## config.mk

```make
export PLATFORM = sky130hd
export DESIGN_NAME = signal_history_log_encoder_top_flat
export DESIGN_NICKNAME = d
export VERILOG_FILES = /design/src/shle_pkg.sv /design/src/shle_if.sv /design/src/signal_history_log_encoder_top.sv /design/src/shle_front.sv /design/src/shle_fifo.sv /design/src/shle_back.sv /design/src/flat_wrapper.sv
export SDC_FILE = /design/constraint.sdc
export NUM_CORES = 1
export LEC_CHECK = 0
export BUFFER_PORTS_ARGS = -buffer_cell sky130_fd_sc_hd__buf_4
export CAP_MARGIN = 40
export CORE_MARGIN = 1
export CORE_UTILIZATION = 53
export DETAILED_ROUTE_END_ITERATION = 8
export HOLD_SLACK_MARGIN = 0.12
export PLACE_DENSITY = 0.73
export SYNTH_ARGS = -nofsm -noshare
export SYNTH_HDL_FRONTEND = slang
export SYNTH_SLANG_ARGS = --single-unit
```

## constraint.sdc

```tcl
create_clock -name i_clk -period 11.05 [get_ports i_clk]
set_clock_uncertainty 0.05 [all_clocks]
set_input_delay 2.21 -clock i_clk [delete_from_list [all_inputs] [get_ports i_clk]]
set_output_delay 2.21 -clock i_clk [all_outputs]
set_load 0.02 [all_outputs]
```

## src/shle_pkg.sv

```systemverilog
// Signal history log encoder: shared types, codes and record helpers.
// Used by every module of the block; the channel interfaces do not use it.
package shle_pkg;

    localparam int QUEUE_DEPTH = 2;

    localparam logic [7:0] LIMIT_RESET = 8'd100;
    localparam logic [8:0] COUNT_RESET = 9'd10;

    localparam logic REG_LIMIT = 1'b0;
    localparam logic REG_COUNT = 1'b1;

    localparam logic [1:0] FUNC_START   = 2'd0;
    localparam logic [1:0] FUNC_DECLARE = 2'd1;
    localparam logic [1:0] FUNC_FEED    = 2'd2;

    localparam logic [7:0] OP_DECLARE  = 8'h00;
    localparam logic [7:0] OP_SELECT   = 8'h01;
    localparam logic [7:0] OP_ABS_TIME = 8'h02;
    localparam logic [7:0] OP_REL_TIME = 8'h03;
    localparam logic [7:0] OP_VALUE    = 8'h04;
    localparam logic [7:0] SHORT_VALUE = 8'h80;
    localparam logic [7:0] SHORT_TIME  = 8'hC0;
    localparam logic [62:0] VALUE_SHORT_LIMIT = 63'd31;

    localparam int NSEG = 4;
    localparam logic [1:0] SEG_SELECT = 2'd0;
    localparam logic [1:0] SEG_TIME   = 2'd1;
    localparam logic [1:0] SEG_VALUE  = 2'd2;
    localparam logic [1:0] SEG_OPEN   = 2'd3;

    // one record: head byte, then nbytes payload bytes, big-endian
    typedef struct packed {
        logic        en;
        logic        hdr;
        logic [7:0]  bucket;
        logic [7:0]  head;
        logic [3:0]  nbytes;
        logic [63:0] data;
    } t_seg;

    typedef struct packed {
        t_seg [NSEG-1:0] seg;
    } t_cmd;

    // shortest signed length, 1..8 bytes
    function automatic logic [3:0] slen(input logic [63:0] u);
        logic [3:0]  l;
        logic [63:0] hi;
        logic [63:0] ones;
        l = 4'd8;
        for (int k = 7; k >= 1; k--) begin
            hi   = u >> (8 * k - 1);
            ones = {64{1'b1}} >> (8 * k - 1);
            if (hi == '0 || hi == ones) begin
                l = 4'(k);
            end
        end
        return l;
    endfunction

    function automatic t_seg long_seg(input logic [7:0] op, input logic [63:0] u,
                                      input logic hdr, input logic [7:0] bkt);
        t_seg       s;
        logic [3:0] l;
        l        = slen(u);
        s.en     = 1'b1;
        s.hdr    = hdr;
        s.bucket = bkt;
        s.head   = op | {1'b0, 3'(l - 4'd1), 4'b0000};
        s.nbytes = l;
        s.data   = u;
        return s;
    endfunction

    function automatic t_seg short_seg(input logic [7:0] b, input logic [7:0] bkt);
        t_seg s;
        s.en     = 1'b1;
        s.hdr    = 1'b0;
        s.bucket = bkt;
        s.head   = b;
        s.nbytes = 4'd0;
        s.data   = '0;
        return s;
    endfunction

    function automatic logic [3:0] seg_bytes(input t_seg s);
        return s.en ? s.nbytes + 4'd1 : 4'd0;
    endfunction

endpackage

```

## src/shle_if.sv

```systemverilog
// Signal history log encoder: input item and output byte channels.
// Standalone; valid/ready handshake, beat taken when both are high.
interface shle_in_if;
    logic        valid;
    logic        ready;
    logic [1:0]  func;
    logic [15:0] signal_id;
    logic [62:0] value;
    logic [39:0] now;

    modport source(output valid, output func, output signal_id, output value,
                   output now, input ready);
    modport sink(input valid, input func, input signal_id, input value,
                 input now, output ready);
endinterface

interface shle_out_if;
    logic       valid;
    logic       ready;
    logic [7:0] out_byte;
    logic       to_header;
    logic [7:0] bucket;
    logic       last;

    modport source(output valid, output out_byte, output to_header, output bucket,
                   output last, input ready);
    modport sink(input valid, input out_byte, input to_header, input bucket,
                 input last, output ready);
endinterface

```

## src/signal_history_log_encoder_top.sv

```systemverilog
// Signal history log encoder, top level: register port, front end, queue, serializer.
// Depends on shle_pkg, shle_if, shle_front, shle_fifo and shle_back.
//
// Each item turns into a burst of log bytes, one byte per output beat: start
// gives 2 to 7 bytes, declare 2 to 4, feed 1 to 27. The output port moves one
// byte per cycle while the receiver is ready; a func code of 3 is taken and
// produces nothing. The front end takes one item per cycle into its two stages
// and the command queue while it has room, so input keeps flowing while earlier
// bursts drain until the queue fills; items pass stages A and B, the queue and
// the serializer registers. The last byte of each burst carries last. Registers sit
// at 0x0 (bucket_limit) and 0x4 (bucket_count) and may be written only when idle.
module signal_history_log_encoder_top #(
    parameter int QUEUE_DEPTH = shle_pkg::QUEUE_DEPTH
) (
    input  logic        i_clk,
    input  logic        i_rst_n,
    shle_in_if.sink     i_item,
    shle_out_if.source  o_res,
    input  logic        psel,
    input  logic        penable,
    input  logic        pwrite,
    input  logic [2:0]  paddr,
    input  logic [31:0] pwdata,
    output logic [31:0] prdata,
    output logic        pready
);

    logic [7:0] r_limit;
    logic [8:0] r_count;
    logic       cfg_wr;

    assign pready = 1'b1;
    assign cfg_wr = psel && penable && pwrite && pready;
    assign prdata = (paddr[2] == shle_pkg::REG_COUNT) ? {23'd0, r_count} : {24'd0, r_limit};

    always_ff @(posedge i_clk) begin
        if (!i_rst_n) begin
            r_limit <= shle_pkg::LIMIT_RESET;
            r_count <= shle_pkg::COUNT_RESET;
        end else if (cfg_wr) begin
            if (paddr[2] == shle_pkg::REG_LIMIT) begin
                r_limit <= pwdata[7:0];
            end else begin
                r_count <= pwdata[8:0];
            end
        end
    end

    shle_pkg::t_cmd front_cmd, queue_cmd;
    logic           front_valid, front_ready;
    logic           queue_valid, queue_ready;

    shle_front u_front (
        .i_clk       (i_clk),
        .i_rst_n     (i_rst_n),
        .i_item      (i_item),
        .i_limit     (r_limit),
        .i_count     (r_count),
        .o_cmd       (front_cmd),
        .o_cmd_valid (front_valid),
        .i_cmd_ready (front_ready)
    );

    shle_fifo #(
        .DEPTH (QUEUE_DEPTH)
    ) u_fifo (
        .i_clk      (i_clk),
        .i_rst_n    (i_rst_n),
        .i_wr_valid (front_valid),
        .o_wr_ready (front_ready),
        .i_wr_data  (front_cmd),
        .o_rd_valid (queue_valid),
        .i_rd_ready (queue_ready),
        .o_rd_data  (queue_cmd)
    );

    shle_back u_back (
        .i_clk       (i_clk),
        .i_rst_n     (i_rst_n),
        .i_cmd_valid (queue_valid),
        .o_cmd_ready (queue_ready),
        .i_cmd       (queue_cmd),
        .o_res       (o_res)
    );

endmodule

```

## src/shle_front.sv

```systemverilog
// Front end: takes items, tracks time, signal and bucket state, builds record commands.
// Depends on shle_pkg and shle_in_if.
module shle_front (
    input  logic              i_clk,
    input  logic              i_rst_n,
    shle_in_if.sink           i_item,
    input  logic [7:0]        i_limit,
    input  logic [8:0]        i_count,
    output shle_pkg::t_cmd    o_cmd,
    output logic              o_cmd_valid,
    input  logic              i_cmd_ready
);

    // stage A: time difference
    logic        r_a_valid;
    logic [1:0]  r_a_func;
    logic [15:0] r_a_id;
    logic [62:0] r_a_val;
    logic [39:0] r_a_now;
    logic [40:0] r_a_dt;
    logic        r_a_dt_nz;
    logic [39:0] r_last_time;

    // stage B: signal and bucket state
    logic [15:0]    r_cur_id,    n_cur_id;
    logic           r_cur_valid, n_cur_valid;
    logic [7:0]     r_bidx,      n_bidx;
    logic [8:0]     r_blen,      n_blen;
    shle_pkg::t_cmd r_cmd,       n_cmd;
    logic           r_cmd_valid;
    logic           emit;

    logic b_ready, a_fire, a_ready, in_take;

    assign b_ready      = !r_cmd_valid || i_cmd_ready;
    assign a_fire       = r_a_valid && b_ready;
    assign a_ready      = !r_a_valid || b_ready;
    assign in_take      = i_item.valid && a_ready;
    assign i_item.ready = a_ready;
    assign o_cmd        = r_cmd;
    assign o_cmd_valid  = r_cmd_valid;

    always_ff @(posedge i_clk) begin
        if (!i_rst_n) begin
            r_a_valid   <= 1'b0;
            r_last_time <= '0;
        end else begin
            if (in_take) begin
                r_a_valid <= 1'b1;
                if (i_item.func == shle_pkg::FUNC_START || i_item.func == shle_pkg::FUNC_FEED) begin
                    r_last_time <= i_item.now;
                end
            end else if (a_fire) begin
                r_a_valid <= 1'b0;
            end
        end
    end

    always_ff @(posedge i_clk) begin
        if (in_take) begin
            r_a_func  <= i_item.func;
            r_a_id    <= i_item.signal_id;
            r_a_val   <= i_item.value;
            r_a_now   <= i_item.now;
            r_a_dt    <= {1'b0, i_item.now} - {1'b0, r_last_time};
            r_a_dt_nz <= i_item.now != r_last_time;
        end
    end

    logic        sel_en;
    logic [4:0]  nbytes;
    logic [9:0]  blen_sum;
    logic [8:0]  blen_sat;
    logic [8:0]  nx;
    logic [7:0]  open_idx;

    always_comb begin
        n_cmd       = '0;
        n_cur_id    = r_cur_id;
        n_cur_valid = r_cur_valid;
        n_bidx      = r_bidx;
        n_blen      = r_blen;
        emit        = 1'b0;
        sel_en      = !r_cur_valid || r_a_id != r_cur_id;
        nbytes      = '0;
        blen_sum    = '0;
        blen_sat    = '0;
        nx          = {1'b0, r_bidx} + 9'd1;
        open_idx    = (nx >= i_count) ? 8'd0 : nx[7:0];
        unique case (r_a_func)
            shle_pkg::FUNC_START: begin
                emit = 1'b1;
                n_cmd.seg[shle_pkg::SEG_OPEN] =
                    shle_pkg::long_seg(shle_pkg::OP_ABS_TIME, {24'd0, r_a_now}, 1'b0, 8'd0);
                n_bidx      = 8'd0;
                n_blen      = {5'd0, shle_pkg::seg_bytes(n_cmd.seg[shle_pkg::SEG_OPEN])};
                n_cur_valid = 1'b0;
            end
            shle_pkg::FUNC_DECLARE: begin
                emit = 1'b1;
                n_cmd.seg[shle_pkg::SEG_SELECT] =
                    shle_pkg::long_seg(shle_pkg::OP_DECLARE, {48'd0, r_a_id}, 1'b1, 8'd0);
                n_cur_id    = r_a_id;
                n_cur_valid = 1'b1;
            end
            shle_pkg::FUNC_FEED: begin
                emit = 1'b1;
                if (sel_en) begin
                    n_cmd.seg[shle_pkg::SEG_SELECT] =
                        shle_pkg::long_seg(shle_pkg::OP_SELECT, {48'd0, r_a_id}, 1'b0, r_bidx);
                end
                if (r_a_dt_nz) begin
                    if (r_a_dt[40:6] == '0) begin
                        n_cmd.seg[shle_pkg::SEG_TIME] = shle_pkg::short_seg(
                            shle_pkg::SHORT_TIME | {2'b00, r_a_dt[5:0]}, r_bidx);
                    end else begin
                        n_cmd.seg[shle_pkg::SEG_TIME] = shle_pkg::long_seg(
                            shle_pkg::OP_REL_TIME, {{23{r_a_dt[40]}}, r_a_dt}, 1'b0, r_bidx);
                    end
                end
                if (r_a_val < shle_pkg::VALUE_SHORT_LIMIT) begin
                    n_cmd.seg[shle_pkg::SEG_VALUE] = shle_pkg::short_seg(
                        shle_pkg::SHORT_VALUE | {3'b000, r_a_val[4:0]}, r_bidx);
                end else begin
                    n_cmd.seg[shle_pkg::SEG_VALUE] = shle_pkg::long_seg(
                        shle_pkg::OP_VALUE, {1'b0, r_a_val}, 1'b0, r_bidx);
                end
                nbytes = 5'(shle_pkg::seg_bytes(n_cmd.seg[shle_pkg::SEG_SELECT]))
                       + 5'(shle_pkg::seg_bytes(n_cmd.seg[shle_pkg::SEG_TIME]))
                       + 5'(shle_pkg::seg_bytes(n_cmd.seg[shle_pkg::SEG_VALUE]));
                blen_sum    = {1'b0, r_blen} + {5'd0, nbytes};
                blen_sat    = blen_sum[9] ? 9'd511 : blen_sum[8:0];
                n_cur_id    = r_a_id;
                n_cur_valid = 1'b1;
                n_blen      = blen_sat;
                if (blen_sat >= {1'b0, i_limit}) begin
                    n_cmd.seg[shle_pkg::SEG_OPEN] =
                        shle_pkg::long_seg(shle_pkg::OP_ABS_TIME, {24'd0, r_a_now}, 1'b0, open_idx);
                    n_bidx      = open_idx;
                    n_blen      = {5'd0, shle_pkg::seg_bytes(n_cmd.seg[shle_pkg::SEG_OPEN])};
                    n_cur_valid = 1'b0;
                end
            end
            default: begin
                emit = 1'b0;
            end
        endcase
    end

    always_ff @(posedge i_clk) begin
        if (!i_rst_n) begin
            r_cur_id    <= '0;
            r_cur_valid <= 1'b0;
            r_bidx      <= '0;
            r_blen      <= '0;
            r_cmd_valid <= 1'b0;
        end else begin
            if (a_fire) begin
                r_cur_id    <= n_cur_id;
                r_cur_valid <= n_cur_valid;
                r_bidx      <= n_bidx;
                r_blen      <= n_blen;
                r_cmd_valid <= emit;
            end else if (i_cmd_ready) begin
                r_cmd_valid <= 1'b0;
            end
        end
    end

    always_ff @(posedge i_clk) begin
        if (a_fire) begin
            r_cmd <= n_cmd;
        end
    end

endmodule

```

## src/shle_fifo.sv

```systemverilog
// Command queue between front end and byte serializer.
// Depends on shle_pkg for the command type.
module shle_fifo #(
    parameter int DEPTH = shle_pkg::QUEUE_DEPTH
) (
    input  logic           i_clk,
    input  logic           i_rst_n,
    input  logic           i_wr_valid,
    output logic           o_wr_ready,
    input  shle_pkg::t_cmd i_wr_data,
    output logic           o_rd_valid,
    input  logic           i_rd_ready,
    output shle_pkg::t_cmd o_rd_data
);

    localparam int PW = (DEPTH > 1) ? $clog2(DEPTH) : 1;
    localparam int CW = $clog2(DEPTH + 1);

    shle_pkg::t_cmd r_mem [DEPTH];
    logic [PW-1:0]  r_wptr, r_rptr;
    logic [CW-1:0]  r_cnt;
    logic           wr, rd;

    assign o_wr_ready = r_cnt != CW'(DEPTH);
    assign o_rd_valid = r_cnt != '0;
    assign o_rd_data  = r_mem[r_rptr];
    assign wr         = i_wr_valid && o_wr_ready;
    assign rd         = o_rd_valid && i_rd_ready;

    always_ff @(posedge i_clk) begin
        if (!i_rst_n) begin
            r_wptr <= '0;
            r_rptr <= '0;
            r_cnt  <= '0;
        end else begin
            if (wr) begin
                r_wptr <= (r_wptr == PW'(DEPTH - 1)) ? '0 : r_wptr + 1'b1;
            end
            if (rd) begin
                r_rptr <= (r_rptr == PW'(DEPTH - 1)) ? '0 : r_rptr + 1'b1;
            end
            if (wr && !rd) begin
                r_cnt <= r_cnt + 1'b1;
            end else if (rd && !wr) begin
                r_cnt <= r_cnt - 1'b1;
            end
        end
    end

    always_ff @(posedge i_clk) begin
        if (wr) begin
            r_mem[r_wptr] <= i_wr_data;
        end
    end

endmodule

```

## src/shle_back.sv

```systemverilog
// Byte serializer: walks the records of one command and sends one byte per beat.
// Depends on shle_pkg and shle_out_if.
module shle_back (
    input  logic           i_clk,
    input  logic           i_rst_n,
    input  logic           i_cmd_valid,
    output logic           o_cmd_ready,
    input  shle_pkg::t_cmd i_cmd,
    shle_out_if.source     o_res
);

    logic           r_busy;
    shle_pkg::t_cmd r_cmd;
    logic [1:0]     r_seg;
    logic [3:0]     r_pos;

    logic           r_out_valid;
    logic [7:0]     r_out_byte;
    logic           r_out_hdr;
    logic [7:0]     r_out_bucket;
    logic           r_out_last;

    shle_pkg::t_seg s;
    logic [3:0]     idx;
    logic [7:0]     cur_byte;
    logic           seg_done;
    logic           more;
    logic [1:0]     nxt_seg;
    logic [1:0]     first_seg;
    logic           out_adv;
    logic           step;
    logic           load;

    assign s        = r_cmd.seg[r_seg];
    assign idx      = s.nbytes - r_pos;
    assign cur_byte = (r_pos == 4'd0) ? s.head : 8'(s.data >> {idx[2:0], 3'b000});
    assign seg_done = r_pos == s.nbytes;
    assign out_adv  = !r_out_valid || o_res.ready;
    assign step     = r_busy && out_adv;

    always_comb begin
        more    = 1'b0;
        nxt_seg = r_seg;
        for (int j = shle_pkg::NSEG - 1; j >= 0; j--) begin
            if (2'(j) > r_seg && r_cmd.seg[j].en) begin
                more    = 1'b1;
                nxt_seg = 2'(j);
            end
        end
        first_seg = shle_pkg::SEG_OPEN;
        for (int j = shle_pkg::NSEG - 1; j >= 0; j--) begin
            if (i_cmd.seg[j].en) begin
                first_seg = 2'(j);
            end
        end
    end

    assign o_cmd_ready = !r_busy || (step && seg_done && !more);
    assign load        = i_cmd_valid && o_cmd_ready;

    always_ff @(posedge i_clk) begin
        if (!i_rst_n) begin
            r_busy      <= 1'b0;
            r_out_valid <= 1'b0;
        end else begin
            if (load) begin
                r_busy <= 1'b1;
            end else if (step && seg_done && !more) begin
                r_busy <= 1'b0;
            end
            if (step) begin
                r_out_valid <= 1'b1;
            end else if (o_res.ready) begin
                r_out_valid <= 1'b0;
            end
        end
    end

    always_ff @(posedge i_clk) begin
        if (load) begin
            r_cmd <= i_cmd;
            r_seg <= first_seg;
            r_pos <= 4'd0;
        end else if (step) begin
            if (seg_done) begin
                r_seg <= nxt_seg;
                r_pos <= 4'd0;
            end else begin
                r_pos <= r_pos + 4'd1;
            end
        end
        if (step) begin
            r_out_byte   <= cur_byte;
            r_out_hdr    <= s.hdr;
            r_out_bucket <= s.bucket;
            r_out_last   <= seg_done && !more;
        end
    end

    assign o_res.valid     = r_out_valid;
    assign o_res.out_byte  = r_out_byte;
    assign o_res.to_header = r_out_hdr;
    assign o_res.bucket    = r_out_bucket;
    assign o_res.last      = r_out_last;

endmodule

```

## src/flat_wrapper.sv

```systemverilog
// flat-port wrapper written by rule: the top's interface ports become plain ports
module signal_history_log_encoder_top_flat 
#(
    parameter int QUEUE_DEPTH = shle_pkg::QUEUE_DEPTH
)
  (i_clk, i_rst_n, psel, penable, pwrite, paddr, pwdata, prdata, pready, i_item_valid, i_item_func, i_item_signal_id, i_item_value, i_item_now, i_item_ready, o_res_valid, o_res_out_byte, o_res_to_header, o_res_bucket, o_res_last, o_res_ready);
  shle_in_if i_item_i ();
  shle_out_if o_res_i ();
  input  logic i_clk;
  input  logic i_rst_n;
  input  logic psel;
  input  logic penable;
  input  logic pwrite;
  input  logic [2:0] paddr;
  input  logic [31:0] pwdata;
  output logic [31:0] prdata;
  output logic pready;
  input wire logic [$bits(i_item_i.valid)-1:0] i_item_valid;
  input wire logic [$bits(i_item_i.func)-1:0] i_item_func;
  input wire logic [$bits(i_item_i.signal_id)-1:0] i_item_signal_id;
  input wire logic [$bits(i_item_i.value)-1:0] i_item_value;
  input wire logic [$bits(i_item_i.now)-1:0] i_item_now;
  output wire logic [$bits(i_item_i.ready)-1:0] i_item_ready;
  output wire logic [$bits(o_res_i.valid)-1:0] o_res_valid;
  output wire logic [$bits(o_res_i.out_byte)-1:0] o_res_out_byte;
  output wire logic [$bits(o_res_i.to_header)-1:0] o_res_to_header;
  output wire logic [$bits(o_res_i.bucket)-1:0] o_res_bucket;
  output wire logic [$bits(o_res_i.last)-1:0] o_res_last;
  input wire logic [$bits(o_res_i.ready)-1:0] o_res_ready;
  assign i_item_i.valid = i_item_valid;
  assign i_item_i.func = i_item_func;
  assign i_item_i.signal_id = i_item_signal_id;
  assign i_item_i.value = i_item_value;
  assign i_item_i.now = i_item_now;
  assign i_item_ready = i_item_i.ready;
  assign o_res_valid = o_res_i.valid;
  assign o_res_out_byte = o_res_i.out_byte;
  assign o_res_to_header = o_res_i.to_header;
  assign o_res_bucket = o_res_i.bucket;
  assign o_res_last = o_res_i.last;
  assign o_res_i.ready = o_res_ready;
  signal_history_log_encoder_top #(.QUEUE_DEPTH(QUEUE_DEPTH)) u_core (.i_clk(i_clk), .i_rst_n(i_rst_n), .i_item(i_item_i), .o_res(o_res_i), .psel(psel), .penable(penable), .pwrite(pwrite), .paddr(paddr), .pwdata(pwdata), .prdata(prdata), .pready(pready));
endmodule
```

==> impl_metrics.csv <==
group,metric,value,unit
status,status,"finished clean",
power_and_ir_drop,pwr-share-seq,0.482,
synthesis,synthAdderAreaFrac,0.0246,
critical_path,cp.required,11.46,ns
finish,multiInputGateArea,0.0115,sq mm
synthesis,yosys_warnings,0,
sta,clock.fmax,112,MHz
die,coreArea,0.0889,sq mm
critical_path,crit_slowest_cell,"nor4_1",
synthesis,synthTopCellsByArea,"edfxtp_1 70%, mux2_2 6.1%, dfxtp_1 4.4%, ha_1 2.2%, nand2_1 2.0%",
synthesis,synth.largest_area_cell,"edfxtp_1",
synthesis,synth-seq-area-share,0.741,
synthesis,synth_xor_area_frac,0.0136,
sta,fin_crit,8.93,ns
critical_path,r2r_cells,25,
route,post-route-drc-count,0,
synthesis,synth_top_area_frac,0.697,
finish,layout.nets,3481,
die,num_io_pins,216,
power_and_ir_drop,clkPwrFrac,0.316,
power_and_ir_drop,p_sw,3.50,mW
synthesis,ys_ff_latch,1214,
synthesis,synth_compound_area_frac,0.0473,
cts,cts.clk_slew.worst_paths,0.06,ns
synthesis,syn_area_per_cell,15.8,sq um
die,initial_core_util,0.538,
cts,clockBufferDepth,3,
critical_path,cpPeakStageDelay,0.73,ns
sta,maxSlewHeadroom,0.354,
route,vias_per_cell,5.72,
synthesis,synth_top_family_by_area,"multiplexers",
route,vias,25700,
critical_path,path_max_fanout,25,
route,drt-total-wl,102,mm
power_and_ir_drop,p_sw_frac,0.280,
critical_path,r2r-start,"u_core.u_front.r_a_val[32]",
synthesis,synth_ff_type,"edfxtp_1",
grt,track_usage,0.223,
critical_path,cpMostUsedCell,"ha_1",
placed_design,place_hpwl,66.7,mm
power_and_ir_drop,cellPowerDensity,229,mW/mm^2
critical_path,critPathKind,"flop to flop",
synthesis,synth_cell_types,66,
cts,clock_latency,0.72,ns
sta,timing.final.crit_share,0.808,
finish,area_growth,13.9,%
placed_design,routabilityCongestion,0.885,
grt,grt_pass1_wl,153,mm
synthesis,syn_area,0.0478,sq mm
grt,grt-ovfl-total,0,
grt,grt_pass1_vias,25600,
cts,post_cts_resized,0,
cts,htreeDepth,3,
sta,slew_viol_final,0,
die,die_area,0.0914,sq mm
sta,setup_viol,0,
critical_path,crit_arrival,9.33,ns
cts,clock-sinks,1214,
critical_path,startpoint,"u_core.u_front.r_a_val[32]",
cts,ctsRootBufferMaster,"clkbuf_16",
synthesis,synthArstFlopShare,0,
cts,cts_setup_buffers,0,
sta,hold_violations,0,
synthesis,synth_edf_count,1110,
critical_path,critPathLaunchType,"flop",
die,die_x,302,um
min_path,min_path_type,"flop to flop",
route,dr.pass1.iters,5,
grt,antenna_found_initial,6,
power_and_ir_drop,irDropWorstVdd,0.148,mV
cts,cts-buffers-inserted,115,
finish,fillerInstances,6314,
min_path,hp-start,"u_core.u_front.o_cmd[234]",
power_and_ir_drop,internal-power,8.98,mW
sta,worst_pin_slew,0.969,ns
route,dr.first_iter.drc_count,2548,
sta,fin_setup_tns,0,ns
power_and_ir_drop,leakagePower,19.1,nW
cts,cts_tree,"built",
route,wire_per_inst,22.7,um
finish,register_area,0.0354,sq mm
die,fp.dieH,302,um
power_and_ir_drop,power,12.5,mW
placed_design,dp.cells,4276,
power_and_ir_drop,comb_power_share,0.202,
sta,grt_setup_unrepaired,"no",
synthesis,synth_mux_area_frac,0.0770,
finish,layout.cells.non_filler,4499,
route,detail-route-antenna-nets,0,
grt,grt_max_degree,163,
placed_design,port_buffers,166,
min_path,min_path_cells,0,
critical_path,cp-end-kind,"flop",
die,rows,109,
finish,drive_above_1_share,0.207,
synthesis,synth-simple-area-share,0.0751,
synthesis,syn_inst,3020,
cts,cts_hold_buf,0,
flow_run,cap_viol_max_count,0,
## routing by layer
layer	track usage	vias to the layer above	wire length (um)
met5	0	-	0
met4	0.0692	0	2310
met3	0.0274	140	7250
met2	0.356	1080	48600
met1	0.324	12800	43900
li1	-	11700	-
## metrics by stage
stage / setup WS [ns] / util / hold WS [ns] / area [sq um]
2_1_floorplan: 3.40 / - / 0.371 / 47900
3_3_place_gp: 1.94 / 0.565 / 0.373 / 50300
3_5_place_dp: 2.00 / 0.569 / 0.380 / 50600
4_1_cts: 2.01 / 0.613 / 0.358 / 54500
5_1_grt: 1.71 / 0.613 / 0.374 / 54500
6_report: 2.12 / 0.613 / 0.350 / 54500
## Yosys cell counts (49+ instances only)
| library cell | instances |
|---|---|
| a21oi_1 | 157 |
| and3_1 | 121 |
| clkbuf_1 | 102 |
| dfxtp_1 | 104 |
| edfxtp_1 | 1110 |
| ha_1 | 83 |
| inv_1 | 105 |
| mux2_2 | 258 |
| nand2_1 | 250 |
| nor2_1 | 109 |
| nor2b_1 | 58 |
| o21ai_0 | 57 |
| xnor2_1 | 49 |
## power by group through the flow
stage	Clock [mW]	Combinational (mW)	Sequential, mW
floorplan	0	1.65	6.06
global placement	0	2.38	6.09
detailed placement	0	2.51	6.09
CTS	4.00	2.53	6.01
global route	4.17	2.70	6.05
finish	3.95	2.52	6.01
## critical path: cells and delay by family, from the launching register on
| family | cells | cell delay (ns) |
|---|---|---|
| simple gates | 6 | 2.88 |
| compound gates | 12 | 2.95 |
| flops | 1 | 0.38 |
| fa+ha+maj | 6 | 2.15 |
| buf+inv | 1 | 0.23 |
## state kept, by name, indices dropped and copies added (netlist names), 4 cells and up, named ones only
register and cells:
u_core.u_front.r_blen 9, u_core.r_limit 8, u_core.u_fifo.r_mem 464, u_core.r_count 9
u_core.u_front.r_bidx 8, u_core.u_front.r_last_time 40, u_core.u_back.o_res.out_byte 8, u_core.u_front.r_a_now 40
u_core.u_back.o_res.bucket 8, u_core.u_back.r_pos 4, u_core.u_front.r_a_id 16, u_core.u_front.r_a_dt 41
u_core.u_front.r_cur_id 16, u_core.u_back.r_cmd 231, u_core.u_front.o_cmd 232, u_core.u_front.r_a_val 63
## layout make-up
type,instances,share of cell area
Antenna cell,4,0.000184
Clock buffer,147,0.0567
Clock inverter,72,0.0139
Inverter,107,0.00765
Multi-Input combinational cell,1580,0.211
Sequential cell,1214,0.650
Tap cell,1165,0.0268
Timing Repair Buffer,210,0.0336
## cell families (layout without fill, tap and decap cells)
kind of cell / after synthesis / in the layout
other cells: 2 / 30
buf+inv: 250 / 536
flops: 1214 / 1214
mux: 299 / 299
fa+ha+maj: 90 / 90
xor+xnor: 74 / 74
compound gates: 368 / 368
simple gates: 723 / 723
## path summary, 6_finish.rpt
| path | to | slack, ns |
|---|---|---|
| max | u_core.u_front.o_cmd[263] | 2.12 |
| min | u_core.u_fifo.r_mem[0][234] | 0.35 |
| max reg2reg | u_core.u_front.o_cmd[263] | 2.12 |
| min reg2reg | u_core.u_fifo.r_mem[0][234] | 0.35 |
## cell usage in the layout (no fill, tap or decap), types with 47 or more instances in the layout
master	count
dfxtp_1	103
nor2_1	107
nor2b_1	56
o21ai_0	57
edfxtp_1	1110
and3_1	120
and2_1	47
clkbuf_16	116
ha_1	82
buf_4	193
a21oi_1	157
inv_1	104
nand2_1	250
mux2_2	258
xnor2_1	49
No activity file was read; power rests on OpenSTA's default activity.
